File: src/cdt_pkg.sv
// ----------------------------------------------------------------------------
// cdt_pkg
// Field widths, register codes and calendar tables for the date/time to
// tick converter.
// ----------------------------------------------------------------------------
package cdt_pkg;

  // Default tick length in nanoseconds
  localparam int unsigned NS_PER_TICK_DEF = 100;

  // Request field widths
  localparam int YEAR_W  = 14;
  localparam int MONTH_W = 4;
  localparam int DAY_W   = 6;
  localparam int HOUR_W  = 5;
  localparam int MIN_W   = 6;
  localparam int SEC_W   = 6;
  localparam int NANOS_W = 30;
  localparam int TICKS_W = 62;

  // Stream widths (whole bytes)
  localparam int IN_TDATA_W  = 72;
  localparam int OUT_TDATA_W = 64;

  // Internal widths
  localparam int CYC_W   = 6;   // full 400-year cycles, at most 40
  localparam int PRIOR_W = 9;   // year within cycle minus one, 0..399
  localparam int DOY_W   = 18;  // day within cycle, below 146097
  localparam int DAYS_W  = 23;  // total day count
  localparam int SECS_W  = 17;  // second of day (wide enough for bad hours)

  // Configuration register codes
  localparam logic [0:0] REG_YEAR_MIN = 1'b0;
  localparam logic [0:0] REG_YEAR_MAX = 1'b1;
  localparam logic [YEAR_W-1:0] YEAR_MIN_RST = 14'd1;
  localparam logic [YEAR_W-1:0] YEAR_MAX_RST = 14'd9999;

  // Calendar constants
  localparam int unsigned DAYS_PER_CYCLE  = 146097;
  localparam int unsigned YEARS_PER_CYCLE = 400;
  // y / 400 == (y * 5243) >> 21 for every 14-bit y
  localparam int unsigned DIV400_MUL   = 5243;
  localparam int          DIV400_SHIFT = 21;
  localparam int unsigned NS_PER_SEC   = 1000000000;

  // Days before the first of the month, common year
  function automatic logic [8:0] days_before_month(input logic [MONTH_W-1:0] month);
    logic [8:0] d;
    begin
      unique case (month)
        4'd1:    d = 9'd0;
        4'd2:    d = 9'd31;
        4'd3:    d = 9'd59;
        4'd4:    d = 9'd90;
        4'd5:    d = 9'd120;
        4'd6:    d = 9'd151;
        4'd7:    d = 9'd181;
        4'd8:    d = 9'd212;
        4'd9:    d = 9'd243;
        4'd10:   d = 9'd273;
        4'd11:   d = 9'd304;
        4'd12:   d = 9'd334;
        default: d = 9'd0;
      endcase
      return d;
    end
  endfunction

  // Month length, common year
  function automatic logic [4:0] month_length(input logic [MONTH_W-1:0] month);
    logic [4:0] n;
    begin
      unique case (month)
        4'd2:                       n = 5'd28;
        4'd4, 4'd6, 4'd9, 4'd11:    n = 5'd30;
        4'd1, 4'd3, 4'd5, 4'd7,
        4'd8, 4'd10, 4'd12:         n = 5'd31;
        default:                    n = 5'd0;
      endcase
      return n;
    end
  endfunction

endpackage

File: src/civil_datetime_to_ticks.sv
// ----------------------------------------------------------------------------
// civil_datetime_to_ticks
// Proleptic Gregorian date and time to tick count since 0001-01-01 00:00.
// ----------------------------------------------------------------------------
//  channel   dir  signals                      payload
//  s_*       in   s_tvalid s_tready s_tdata    year month day hour min sec ns
//  m_*       out  m_tvalid m_tready m_tdata    ticks, m_tuser = valid_res
//  cfg_*     in   cfg_we cfg_index cfg_data    year_min / year_max
//
//  Six register stages; a request is carried through stages 1 to 6 in
//  order and stage 6 drives m_*; one request can be taken every cycle
//  while m_tready is high.
//  The stages follow the multiply chain: y/400, cycle days, ns/tick
//  reciprocal and correction, then the 23 x 40 bit day-to-tick product.
//  Every stage holds its own valid bit and only stalls when the stage
//  after it is full and stalled; bubbles close up under m_tready low.
//  rst clears all valid bits and reloads the year limits.
// ----------------------------------------------------------------------------
module civil_datetime_to_ticks #(
  parameter int unsigned NS_PER_TICK = cdt_pkg::NS_PER_TICK_DEF
) (
  input  logic                                clk,
  input  logic                                rst,
  // year[13:0] month[17:14] day[23:18] hour[28:24] minute[34:29]
  // second[40:35] nanos[70:41], zero pad [71]
  input  logic                                s_tvalid,
  output logic                                s_tready,
  input  logic [cdt_pkg::IN_TDATA_W-1:0]      s_tdata,
  // ticks[61:0], zero pad [63:62]
  output logic                                m_tvalid,
  input  logic                                m_tready,
  output logic [cdt_pkg::OUT_TDATA_W-1:0]     m_tdata,
  // valid_res[0]
  output logic [0:0]                          m_tuser,
  input  logic                                cfg_we,
  input  logic [0:0]                          cfg_index,
  input  logic [cdt_pkg::YEAR_W-1:0]          cfg_data
);

  // Tick scaling, worked out at elaboration
  localparam longint unsigned TPS      = 64'd1000000000 / NS_PER_TICK;
  localparam longint unsigned TPD      = 64'd86400 * TPS;
  localparam int              TPS_W    = $clog2(TPS + 1);
  localparam int              TPD_W    = $clog2(TPD + 1);
  localparam int              TPD_LO_W = (TPD_W > 24) ? 24 : TPD_W;
  localparam int              TPD_HI_W = (TPD_W > 24) ? (TPD_W - 24) : 1;
  localparam longint unsigned RCP      = (64'd1 << 32) / NS_PER_TICK;
  localparam int              RCP_W    = $clog2(RCP + 1);
  localparam int              Q_W      = $clog2(((64'd1 << 30) - 1) / NS_PER_TICK + 1);
  localparam int              NP_W     = cdt_pkg::NANOS_W + RCP_W;
  localparam int              QD_W     = Q_W + cdt_pkg::NANOS_W;
  localparam int              STK_W    = cdt_pkg::SECS_W + TPS_W;
  localparam int              SUB_W    = STK_W + 1;
  localparam int              Y4_W     = 27;

  localparam logic [TPS_W-1:0]           TPS_C    = TPS_W'(TPS);
  localparam logic [TPD_LO_W-1:0]        TPD_LO   = TPD_LO_W'(TPD);
  localparam logic [TPD_HI_W-1:0]        TPD_HI   = TPD_HI_W'(TPD >> TPD_LO_W);
  localparam logic [RCP_W-1:0]           RCP_C    = RCP_W'(RCP);
  localparam logic [cdt_pkg::NANOS_W-1:0] NS_C    = cdt_pkg::NANOS_W'(NS_PER_TICK);
  localparam logic [cdt_pkg::NANOS_W-1:0] NS_SEC_C =
    cdt_pkg::NANOS_W'(cdt_pkg::NS_PER_SEC);

  // --------------------------------------------------------------------------
  // Year limit registers
  // --------------------------------------------------------------------------
  logic [cdt_pkg::YEAR_W-1:0] year_min;
  logic [cdt_pkg::YEAR_W-1:0] year_max;

  always_ff @(posedge clk) begin
    if (rst) begin
      year_min <= cdt_pkg::YEAR_MIN_RST;
      year_max <= cdt_pkg::YEAR_MAX_RST;
    end else if (cfg_we) begin
      unique case (cfg_index)
        cdt_pkg::REG_YEAR_MIN: year_min <= cfg_data;
        cdt_pkg::REG_YEAR_MAX: year_max <= cfg_data;
        default: ;
      endcase
    end
  end

  // --------------------------------------------------------------------------
  // Stage handshake: a stage loads when it is empty or its successor loads
  // --------------------------------------------------------------------------
  logic v1, v2, v3, v4, v5, v6;
  logic rdy1, rdy2, rdy3, rdy4, rdy5, rdy6;

  assign rdy6 = !v6 || m_tready;
  assign rdy5 = !v5 || rdy6;
  assign rdy4 = !v4 || rdy5;
  assign rdy3 = !v3 || rdy4;
  assign rdy2 = !v2 || rdy3;
  assign rdy1 = !v1 || rdy2;
  assign s_tready = rdy1;

  always_ff @(posedge clk) begin
    if (rst) begin
      v1 <= 1'b0;
      v2 <= 1'b0;
      v3 <= 1'b0;
      v4 <= 1'b0;
      v5 <= 1'b0;
      v6 <= 1'b0;
    end else begin
      if (rdy1) v1 <= s_tvalid;
      if (rdy2) v2 <= v1;
      if (rdy3) v3 <= v2;
      if (rdy4) v4 <= v3;
      if (rdy5) v5 <= v4;
      if (rdy6) v6 <= v5;
    end
  end

  // --------------------------------------------------------------------------
  // Request unpack
  // --------------------------------------------------------------------------
  logic [cdt_pkg::YEAR_W-1:0]  in_year;
  logic [cdt_pkg::MONTH_W-1:0] in_month;
  logic [cdt_pkg::DAY_W-1:0]   in_day;
  logic [cdt_pkg::HOUR_W-1:0]  in_hour;
  logic [cdt_pkg::MIN_W-1:0]   in_min;
  logic [cdt_pkg::SEC_W-1:0]   in_sec;
  logic [cdt_pkg::NANOS_W-1:0] in_nanos;

  assign in_year  = s_tdata[13:0];
  assign in_month = s_tdata[17:14];
  assign in_day   = s_tdata[23:18];
  assign in_hour  = s_tdata[28:24];
  assign in_min   = s_tdata[34:29];
  assign in_sec   = s_tdata[40:35];
  assign in_nanos = s_tdata[70:41];

  // --------------------------------------------------------------------------
  // Stage 1: range checks, year / 400, ns times reciprocal
  // --------------------------------------------------------------------------
  logic [cdt_pkg::YEAR_W-1:0]  y0;
  logic [Y4_W-1:0]             y0_prod;
  logic                        in_ok;

  logic                        s1_ok;
  logic [cdt_pkg::YEAR_W-1:0]  s1_y0;
  logic [cdt_pkg::CYC_W-1:0]   s1_cyc;
  logic [cdt_pkg::MONTH_W-1:0] s1_month;
  logic [cdt_pkg::DAY_W-1:0]   s1_day;
  logic [cdt_pkg::HOUR_W-1:0]  s1_hour;
  logic [cdt_pkg::MIN_W-1:0]   s1_min;
  logic [cdt_pkg::SEC_W-1:0]   s1_sec;
  logic [cdt_pkg::NANOS_W-1:0] s1_nanos;
  logic [NP_W-1:0]             s1_nprod;

  assign y0      = in_year - cdt_pkg::YEAR_W'(1);
  assign y0_prod = Y4_W'(y0) * Y4_W'(cdt_pkg::DIV400_MUL);
  assign in_ok   = (in_year != '0) && (in_year >= year_min) && (in_year <= year_max) &&
                   (in_month >= 4'd1) && (in_month <= 4'd12) && (in_day != '0) &&
                   (in_hour < 5'd24) && (in_min < 6'd60) && (in_sec < 6'd60) &&
                   (in_nanos < NS_SEC_C);

  always_ff @(posedge clk) begin
    if (rdy1) begin
      s1_ok    <= in_ok;
      s1_y0    <= y0;
      s1_cyc   <= cdt_pkg::CYC_W'(y0_prod >> cdt_pkg::DIV400_SHIFT);
      s1_month <= in_month;
      s1_day   <= in_day;
      s1_hour  <= in_hour;
      s1_min   <= in_min;
      s1_sec   <= in_sec;
      s1_nanos <= in_nanos;
      s1_nprod <= NP_W'(in_nanos) * NP_W'(RCP_C);
    end
  end

  // --------------------------------------------------------------------------
  // Stage 2: year in cycle, cycle days, second of day, quotient estimate
  // --------------------------------------------------------------------------
  logic [cdt_pkg::YEAR_W-1:0]  cyc_years;

  logic                        s2_ok;
  logic [cdt_pkg::PRIOR_W-1:0] s2_prior;
  logic [cdt_pkg::DAYS_W-1:0]  s2_cdays;
  logic [cdt_pkg::MONTH_W-1:0] s2_month;
  logic [cdt_pkg::DAY_W-1:0]   s2_day;
  logic [cdt_pkg::SECS_W-1:0]  s2_secs;
  logic [cdt_pkg::NANOS_W-1:0] s2_nanos;
  logic [Q_W-1:0]              s2_q0;

  assign cyc_years = cdt_pkg::YEAR_W'(s1_cyc) * cdt_pkg::YEAR_W'(cdt_pkg::YEARS_PER_CYCLE);

  always_ff @(posedge clk) begin
    if (rdy2) begin
      s2_ok    <= s1_ok;
      s2_prior <= cdt_pkg::PRIOR_W'(s1_y0 - cyc_years);
      s2_cdays <= cdt_pkg::DAYS_W'(s1_cyc) * cdt_pkg::DAYS_W'(cdt_pkg::DAYS_PER_CYCLE);
      s2_month <= s1_month;
      s2_day   <= s1_day;
      s2_secs  <= cdt_pkg::SECS_W'(s1_sec) +
                  cdt_pkg::SECS_W'(s1_min) * cdt_pkg::SECS_W'(60) +
                  cdt_pkg::SECS_W'(s1_hour) * cdt_pkg::SECS_W'(3600);
      s2_nanos <= s1_nanos;
      s2_q0    <= Q_W'(s1_nprod >> 32);
    end
  end

  // --------------------------------------------------------------------------
  // Stage 3: leap year, month length check, day within cycle,
  // quotient back-multiply, seconds to ticks
  // --------------------------------------------------------------------------
  logic [cdt_pkg::PRIOR_W:0]   cy;
  logic                        leap;
  logic [1:0]                  cent;
  logic [5:0]                  mlen;
  logic [cdt_pkg::DOY_W-1:0]   doy;
  logic [QD_W-1:0]             q0d_full;

  logic                        s3_ok;
  logic [cdt_pkg::DOY_W-1:0]   s3_doy;
  logic [cdt_pkg::DAYS_W-1:0]  s3_cdays;
  logic [STK_W-1:0]            s3_sticks;
  logic [cdt_pkg::NANOS_W-1:0] s3_nanos;
  logic [cdt_pkg::NANOS_W-1:0] s3_q0d;
  logic [Q_W-1:0]              s3_q0;

  always_comb begin
    cy   = (cdt_pkg::PRIOR_W + 1)'(s2_prior) + (cdt_pkg::PRIOR_W + 1)'(1);
    // century years inside the cycle are common, year 400 is leap
    leap = (cy[1:0] == 2'b00) && (cy != 10'd100) && (cy != 10'd200) && (cy != 10'd300);
    priority if (s2_prior >= 9'd300) cent = 2'd3;
    else if (s2_prior >= 9'd200)     cent = 2'd2;
    else if (s2_prior >= 9'd100)     cent = 2'd1;
    else                             cent = 2'd0;
    mlen = 6'(cdt_pkg::month_length(s2_month)) +
           6'((leap && (s2_month == 4'd2)) ? 1 : 0);
    doy  = cdt_pkg::DOY_W'(s2_prior) * cdt_pkg::DOY_W'(365) +
           cdt_pkg::DOY_W'(s2_prior >> 2) - cdt_pkg::DOY_W'(cent) +
           cdt_pkg::DOY_W'(cdt_pkg::days_before_month(s2_month)) +
           cdt_pkg::DOY_W'((leap && (s2_month > 4'd2)) ? 1 : 0) +
           cdt_pkg::DOY_W'(s2_day) - cdt_pkg::DOY_W'(1);
    q0d_full = QD_W'(s2_q0) * QD_W'(NS_C);
  end

  always_ff @(posedge clk) begin
    if (rdy3) begin
      s3_ok     <= s2_ok && (s2_day <= mlen);
      s3_doy    <= doy;
      s3_cdays  <= s2_cdays;
      s3_sticks <= STK_W'(s2_secs) * STK_W'(TPS_C);
      s3_nanos  <= s2_nanos;
      s3_q0d    <= q0d_full[cdt_pkg::NANOS_W-1:0];
      s3_q0     <= s2_q0;
    end
  end

  // --------------------------------------------------------------------------
  // Stage 4: total days, quotient correction, sub-day ticks
  // --------------------------------------------------------------------------
  logic [cdt_pkg::NANOS_W-1:0] nrem;
  logic [Q_W-1:0]              q;

  logic                        s4_ok;
  logic [cdt_pkg::DAYS_W-1:0]  s4_days;
  logic [SUB_W-1:0]            s4_sub;

  assign nrem = s3_nanos - s3_q0d;
  assign q    = s3_q0 + Q_W'((nrem >= NS_C) ? 1 : 0);

  always_ff @(posedge clk) begin
    if (rdy4) begin
      s4_ok   <= s3_ok;
      s4_days <= s3_cdays + cdt_pkg::DAYS_W'(s3_doy);
      s4_sub  <= SUB_W'(s3_sticks) + SUB_W'(q);
    end
  end

  // --------------------------------------------------------------------------
  // Stage 5: days times ticks per day, as two partial products
  // --------------------------------------------------------------------------
  logic                               s5_ok;
  logic [cdt_pkg::DAYS_W+TPD_LO_W-1:0] s5_plo;
  logic [cdt_pkg::DAYS_W+TPD_HI_W-1:0] s5_phi;
  logic [SUB_W-1:0]                   s5_sub;

  always_ff @(posedge clk) begin
    if (rdy5) begin
      s5_ok  <= s4_ok;
      s5_plo <= (cdt_pkg::DAYS_W + TPD_LO_W)'(s4_days) *
                (cdt_pkg::DAYS_W + TPD_LO_W)'(TPD_LO);
      s5_phi <= (cdt_pkg::DAYS_W + TPD_HI_W)'(s4_days) *
                (cdt_pkg::DAYS_W + TPD_HI_W)'(TPD_HI);
      s5_sub <= s4_sub;
    end
  end

  // --------------------------------------------------------------------------
  // Stage 6: final sum into the output register, zero when invalid
  // --------------------------------------------------------------------------
  logic [63:0]                 tick_sum;
  logic [cdt_pkg::TICKS_W-1:0] s6_ticks;
  logic                        s6_valid_res;

  assign tick_sum = (64'(s5_phi) << TPD_LO_W) + 64'(s5_plo) + 64'(s5_sub);

  always_ff @(posedge clk) begin
    if (rdy6) begin
      s6_valid_res <= s5_ok;
      s6_ticks     <= s5_ok ? tick_sum[cdt_pkg::TICKS_W-1:0] : '0;
    end
  end

  assign m_tvalid   = v6;
  assign m_tdata    = cdt_pkg::OUT_TDATA_W'(s6_ticks);
  assign m_tuser[0] = s6_valid_res;

endmodule

File: config.mk
export PLATFORM = sky130hd
export DESIGN_NAME = civil_datetime_to_ticks
export DESIGN_NICKNAME = d
export VERILOG_FILES = /design/src/cdt_pkg.sv /design/src/civil_datetime_to_ticks.sv
export SDC_FILE = /design/constraint.sdc
export NUM_CORES = 2
export LEC_CHECK = 0
export BUFFER_PORTS_ARGS = -buffer_cell sky130_fd_sc_hd__buf_2
export CORE_MARGIN = 4
export CORE_UTILIZATION = 55
export DETAILED_ROUTE_END_ITERATION = 12
export GPL_TIMING_DRIVEN = 0
export PLACE_DENSITY = 0.72
export SLEW_MARGIN = 20
export SYNTH_ARGS = -nofsm -noshare
export SYNTH_HDL_FRONTEND = slang
export SYNTH_SLANG_ARGS = --single-unit
File: constraint.sdc
create_clock -name clk -period 19.45 [get_ports clk]
set_input_delay 1.945 -clock clk [delete_from_list [all_inputs] [get_ports clk]]
set_output_delay 1.945 -clock clk [all_outputs]
set_load 0.01 [all_outputs]
**After elaboration in Yosys (flattened, before gate mapping)**

Memory sizes are Yosys's and may differ from the RTL's. A register that Yosys moved wholly into a read port is not among the register bits.
Index checks and enable logic that the tools add are counted.

- Register bits: 673
- Bits in read-only memories: 224
- Input bits: 92
- Memories: 2

- $add $sub $neg: 18
- Multipliers: 11
- $lt $le $gt $ge: 14
- Equal/unequal tests: 4
- Muxes and demuxes: 8
- Bitwise logic cells: 1
- Reductions and logical operators: 32

Memory list:

| memory | words | width | read ports | clocked after memory_dff | wr ports | line | source |
|---|---|---|---|---|---|---|---|
| (no name shown) | 16 | 9 | 1 | 1 | 0 | cdt_pkg.sv:50 | `unique case (month)` |
| (no name shown) | 16 | 5 | 1 | 1 | 0 | cdt_pkg.sv:73 | `unique case (month)` |

Operators by type and width:

| operator | number |
|---|---|
| $add A62 B42 Y62 | 1 |
| $add A62 B46 Y62 | 1 |
| $mul A30 B23 Y53 const B | 1 |
| $add A41 B24 Y42 | 1 |
| $mul A23 B15 Y37 const B | 1 |
| $mul A17 B17 Y34 const B | 1 |
| $mul A23 B9 Y32 const B | 1 |
| $ge A30 B7 Y1 const B | 1 |
| $lt A30 B30 Y1 const B | 1 |
| $sub A30 B30 Y30 | 1 |
| $mul A24 B5 Y28 const B | 1 |
| $mul A14 B13 Y27 const B | 1 |
| $add A24 B1 Y24 | 1 |
| $add A23 B18 Y23 | 1 |
| $mul A6 B18 Y23 const B | 1 |
| $add A18 B1 Y18 | 1 |
| $add A18 B6 Y18 | 1 |
| $add A18 B7 Y18 | 1 |
| $add A18 B9 Y18 | 1 |
| $mul A9 B9 Y18 const B | 1 |
| $sub A18 B1 Y18 const B | 1 |
| $sub A18 B2 Y18 | 1 |
| $add A13 B17 Y17 | 1 |
| $logic_and A1 B1 Y1 | 15 |
| other kinds (33) | 50 |

**Depth between registers and ports, before layout**

- Depth after elaboration: 10
- Mapped depth: 30
- Mapped depth without buffers: 29

**Least setup slack after synthesis**

OpenSTA, ideal clock, no wires.

- Kind: in2reg
- From: in s_tdata[2] (netlist name)
- To: reg s1_cyc[5] (netlist name), data pin
- Setup time: 0.260 ns
- Arrival time: 8.047 ns
- Slack: 11.143 ns
- Cell stages on the path: 22
- Path buffers: 0
- Cells stage by stage: nor3_1 > nand2b_1 > nor4_1 > nand2_1 > nor2_1 > xor2_1 > fa_1 > ha_1 > fa_1 > fa_1 > fa_1 > ha_1 > a21o_1 > a21o_1 > a21o_1 > a21o_1 > a21o_1 > a211o_1 > a2111oi_0 > o41ai_1 > a21oi_1 > xnor2_1

- Longest elaborated chain between the ends: 2

Ends and longest elaborated chain:

| what | line | source |
|---|---|---|
| start: declaration | civil_datetime_to_ticks.sv:28 | `input logic [cdt_pkg::IN_TDATA_W-1:0] s_tdata,` |
| $sub A14 B1 Y14 | civil_datetime_to_ticks.sv:152 | `assign y0 = in_year - cdt_pkg::YEAR_W'(1);` |
| $mul A14 B13 Y27 | civil_datetime_to_ticks.sv:153 | `assign y0_prod = Y4_W'(y0) * Y4_W'(cdt_pkg::DIV400_MUL);` |
| net y0_prod[26] | civil_datetime_to_ticks.sv:138 | `logic [Y4_W-1:0] y0_prod;` |
| end signal: assignment | civil_datetime_to_ticks.sv:163 | `s1_cyc <= cdt_pkg::CYC_W'(y0_prod >> cdt_pkg::DIV400_SHIFT);` |
| end: declaration | civil_datetime_to_ticks.sv:143 | `logic [cdt_pkg::CYC_W-1:0] s1_cyc;` |

The timed path passes the listed nets, and every way through them passes these cells.
A chain may end at the register's enable or synchronous reset.

**Worst setup path after layout**

Same ends and word-level chain as after synthesis.

==> summary.md <==
| Metric | Value |
|---|---|
| Netlist area before placement | about 65000 sq um |
| EDFF count, synth | 600 |
| TritonRoute pass-1 iters | 6 |
| Routed wire length per instance | approximately 18 um |
| Async S/R FF share, synth | 0% |
| Number of maximum-capacitance constraint violations | 0 |
| Crit path max fanout | 7 |
| Setup tns final | 0 ns |
| Sum of overflow across all layers after global routing | 0 |
| Number of global-route vias before repair | approximately 43000 |
| Flip-flop cell with the highest count after synthesis | edfxtp_1 |
| Clock-pin slew reported for the worst setup and hold paths after clock tree synthesis | about 0.070 ns |
| Detailed-route DRC error count | 0 |
| Post-detail-place hpwl | between 100000 and 150000 um |
| Number of buffers inserted during clock tree synthesis | 76 |
| Mux share of post-synthesis cell area | less than 1% |
| Final weighted congestion of routability-driven global placement | roughly 0.89 |
| Antenna-violating nets left | 0 |
| Number of distinct library cell variants in the gate-level netlist after synthesis | 80 |
| Number of instances resized during post-cts repair | 0 |
| Data arrival time of the critical path | 8.94 ns |
| Ratio of routed vias to standard cells | roughly 5.4 |
| Clock latency of the later-clocked register in the worst-skew pair | about 0.64 ns |
| # rows | 125 |
| Final setup violation count | 0 |
| Boundary pin count | about 160 |
| Yosys reg bits | between 600 and 700 |
| Maximum clock skew at final layout | 0.02063 ns |
| Share of the clock period used by the worst path after layout | between 40% and 50% |
| Relative slew slack | between 20% and 30% |
| Number of max-slew violations in the final report | 0 |
| Layout Area Growth over Synthesis | 8.528% |
| Global-route usage over all layers | around 22% |
| Post-layout nets | a little under 8000 |
| Maximum frequency from static timing analysis | 116.7 MHz |
| Number of buffers inserted by hold repair at cts | 0 |
| Critical path type | in2reg |
| Largest family of logic cells by synthesized area | adder cells |
| Share of the yosys chip area belonging to registers | roughly 30% |
| Number of post-CTS setup repair buffers | 0 |
| Clk Tree Root Cell | clkbuf_16 |
| Level count of the clock H-tree | 3 |
| Synthesized-area fraction occupied by ao, oa, aoi and oai cells | under 10% |
| Synth Warn # | 0 |
| Die width | about 350 um |
| Die height | approximately 350 um |
| Pin count of the biggest net entering global routing | 66 |
| Hold crit path type | reg2reg |
| Wire length of the first global-routing pass | approximately 220000 um |
| Die Footprint | approximately 120000 sq um |
| Starting density of the core | a little under three fifths |
| Crit end category | flip-flop |
| Fin crit period | 8.570 ns |
| Simple logic cell fraction of the synthesized area | between 6 and 7% |
| Final hold violation count | 0 |
| Parity-gate share of the synthesized area counting xor and xnor cells | around 4.3% |
| Via count | slightly above 40000 |
| IO Port Bufs | approximately 160 |
| Clock buffer depth | 3 |
| Startpoint class of the critical path | primary input |
| Placeable Area | ~120000 sq um |
| Least-Margin Pin Slew | about 1.1 ns |
| Req. time, crit path | between 15 and 20 ns |
| Antenna violations before repair | 6 |
| Clock sinks | between 600 and 700 |
| Fraction of layout cells with a size suffix above 1 | approximately 5.4% |
| Clock tree from TritonCTS | yes |
| Post-synthesis adder-cell area fraction | between 40% and 50% |
| Status | finished clean |
| Mapped Avg Cell Area | 11.38 sq um |
| Number of DRC markers after the initial detailed-route iteration | between 2000 and 2500 |
| Drt total wl | ~130000 um |
| Worst setup slack before clock tree synthesis | around 10 ns |
| Post-route worst setup slack | about 11 ns |
| RSZ-0062 raised after global routing | no |
| Synthesized instance count | around 5700 |
cells by family after synthesis:
kind of cell             count (synthesis)
AND/OR/NAND/NOR                        828
adder cells (fa/ha/maj)               1887
AO/OA/AOI/OAI                          820
multiplexers                            16
flip-flops                             646
XOR/XNOR                               318
other                                    1
buffers and inverters                 1156
layout by cell type, fill, tap and decap left out, drive strengths merged, types with 11 or more instances in the layout:
| cell type | instances |
|---|---|
| o31ai | 16 |
| dfxtp | 46 |
| mux2i | 12 |
| o21bai | 33 |
| o31a | 12 |
| nand3 | 87 |
| and3 | 50 |
| clkinv | 22 |
| edfxtp | 600 |
| xor2 | 75 |
| a21oi | 245 |
| clkbuf | 120 |
| nand2 | 199 |
| and2 | 63 |
| fa | 687 |
| xnor2 | 243 |
| a21o | 137 |
| nor2 | 180 |
| nor2b | 33 |
| ha | 1200 |
| a31oi | 20 |
| or3 | 13 |
| nand4 | 40 |
| nand2b | 36 |
| inv | 1123 |
| a21boi | 12 |
| o21ai | 134 |
| nor3 | 60 |
| o21a | 46 |
| a211oi | 37 |
| bufinv | 11 |
| o211ai | 14 |
| nand3b | 14 |
| buf | 170 |
per-stage QoR:
stage / instance area (sq um) / std cells / hold WS (ns) / utilization [%]
after CTS: 70030 / 7497 / 0.4003 / 60.18
after global placement: 67240 / 7352 / 0.4005 / 57.78
final: 70060 / 7501 / 0.3987 / 60.21
after global routing: 70050 / 7499 / 0.4143 / 60.20
after detailed placement: 67450 / 7359 / 0.4045 / 57.96
after floorplan: 64560 / 5673 / 0.4003 / -
final cells by class:
class | instances | area [sq um]
Sequential cell | 646 | 18940
Fill cell | 9400 | 46300
Timing Repair Buffer | 162 | 953.4
Tap cell | 1524 | 1907
Clock inverter | 50 | 594.3
Antenna cell | 4 | 10.01
Multi-Input combinational cell | 3871 | 41300
Buffer | 40 | 162.7
Clock buffer | 88 | 1989
Inverter | 1116 | 4199
critical path, stage by stage:
cell	delay (ns)
buf_2	0.15
nor3_1	0.32
nand2b_1	0.12
nor4_1	0.48
nand2_1	0.10
nor2_1	0.14
xor2_1	0.85
fa_1	0.56
ha_1	0.31
fa_1	0.47
fa_1	0.52
fa_1	0.50
ha_1	0.32
a21o_1	0.15
a21o_1	0.16
a21o_1	0.18
a21o_1	0.18
a21o_1	0.20
a211o_1	0.29
a2111oi_0	0.51
o41ai_1	0.21
a21oi_1	0.21
xnor2_1	0.09
Yosys cell counts, drive strengths merged, types with 13 or more instances:
cell type,count,area share [%]
o31ai,16,0.19
nand3b,14,0.16
and2,63,0.61
edfxtp,600,28
ha,1200,23
nor2b,33,0.32
xnor2,243,3.3
fa,687,21
clkbuf,32,0.19
a31oi,20,0.19
o211ai,14,0.16
nor3,60,0.47
a21oi,245,1.9
nand3,87,0.67
and3,50,0.48
o21ai,134,1.0
nand2b,36,0.35
a21o,137,1.6
a211oi,37,0.43
o21a,46,0.53
or3,13,0.13
o21bai,33,0.38
nand4,40,0.39
xor2,75,1.0
inv,1115,6.5
nor2,180,1.0
nand2,199,1.2
dfxtp,46,1.4
path summary, 6_finish.rpt:
check / start / cells past startpoint / endpoint / slack, ns
setup / recovery: s_tdata[2] / 23 / s1_cyc[5] / 10.88
hold / removal: s2_cdays[21] / 0 / s3_cdays[21] / 0.40
setup reg to reg: s3_nanos[2] / 29 / s4_sub[39] / 11.78
hold reg to reg: s2_cdays[21] / 0 / s3_cdays[21] / 0.40
flip-flops by register name, summed over array words and instances (netlist names), 23 cells and up, named ones only:
name / cells
s2_nanos: 28
s1_nprod: 24
s2_q0: 24
s4_days: 23
s3_nanos: 28
s6_ticks: 62
s1_nanos: 28
s3_q0d: 25
s3_sticks: 34
s3_q0: 24
s2_cdays: 23
s3_cdays: 23
s4_sub: 42
s5_phi: 37
s5_sub: 42
s5_plo: 31
metal layers:
layer | track usage (%) | wire length (um)
met1 | 30.43 | 59430
met2 | 37.74 | 63240
met3 | 3.015 | 6650
met4 | 5.766 | 3194
met5 | 0 | 21
Power is not shown: default switching activity piles up to over one toggle a cycle in this logic, so the estimate is an artifact.
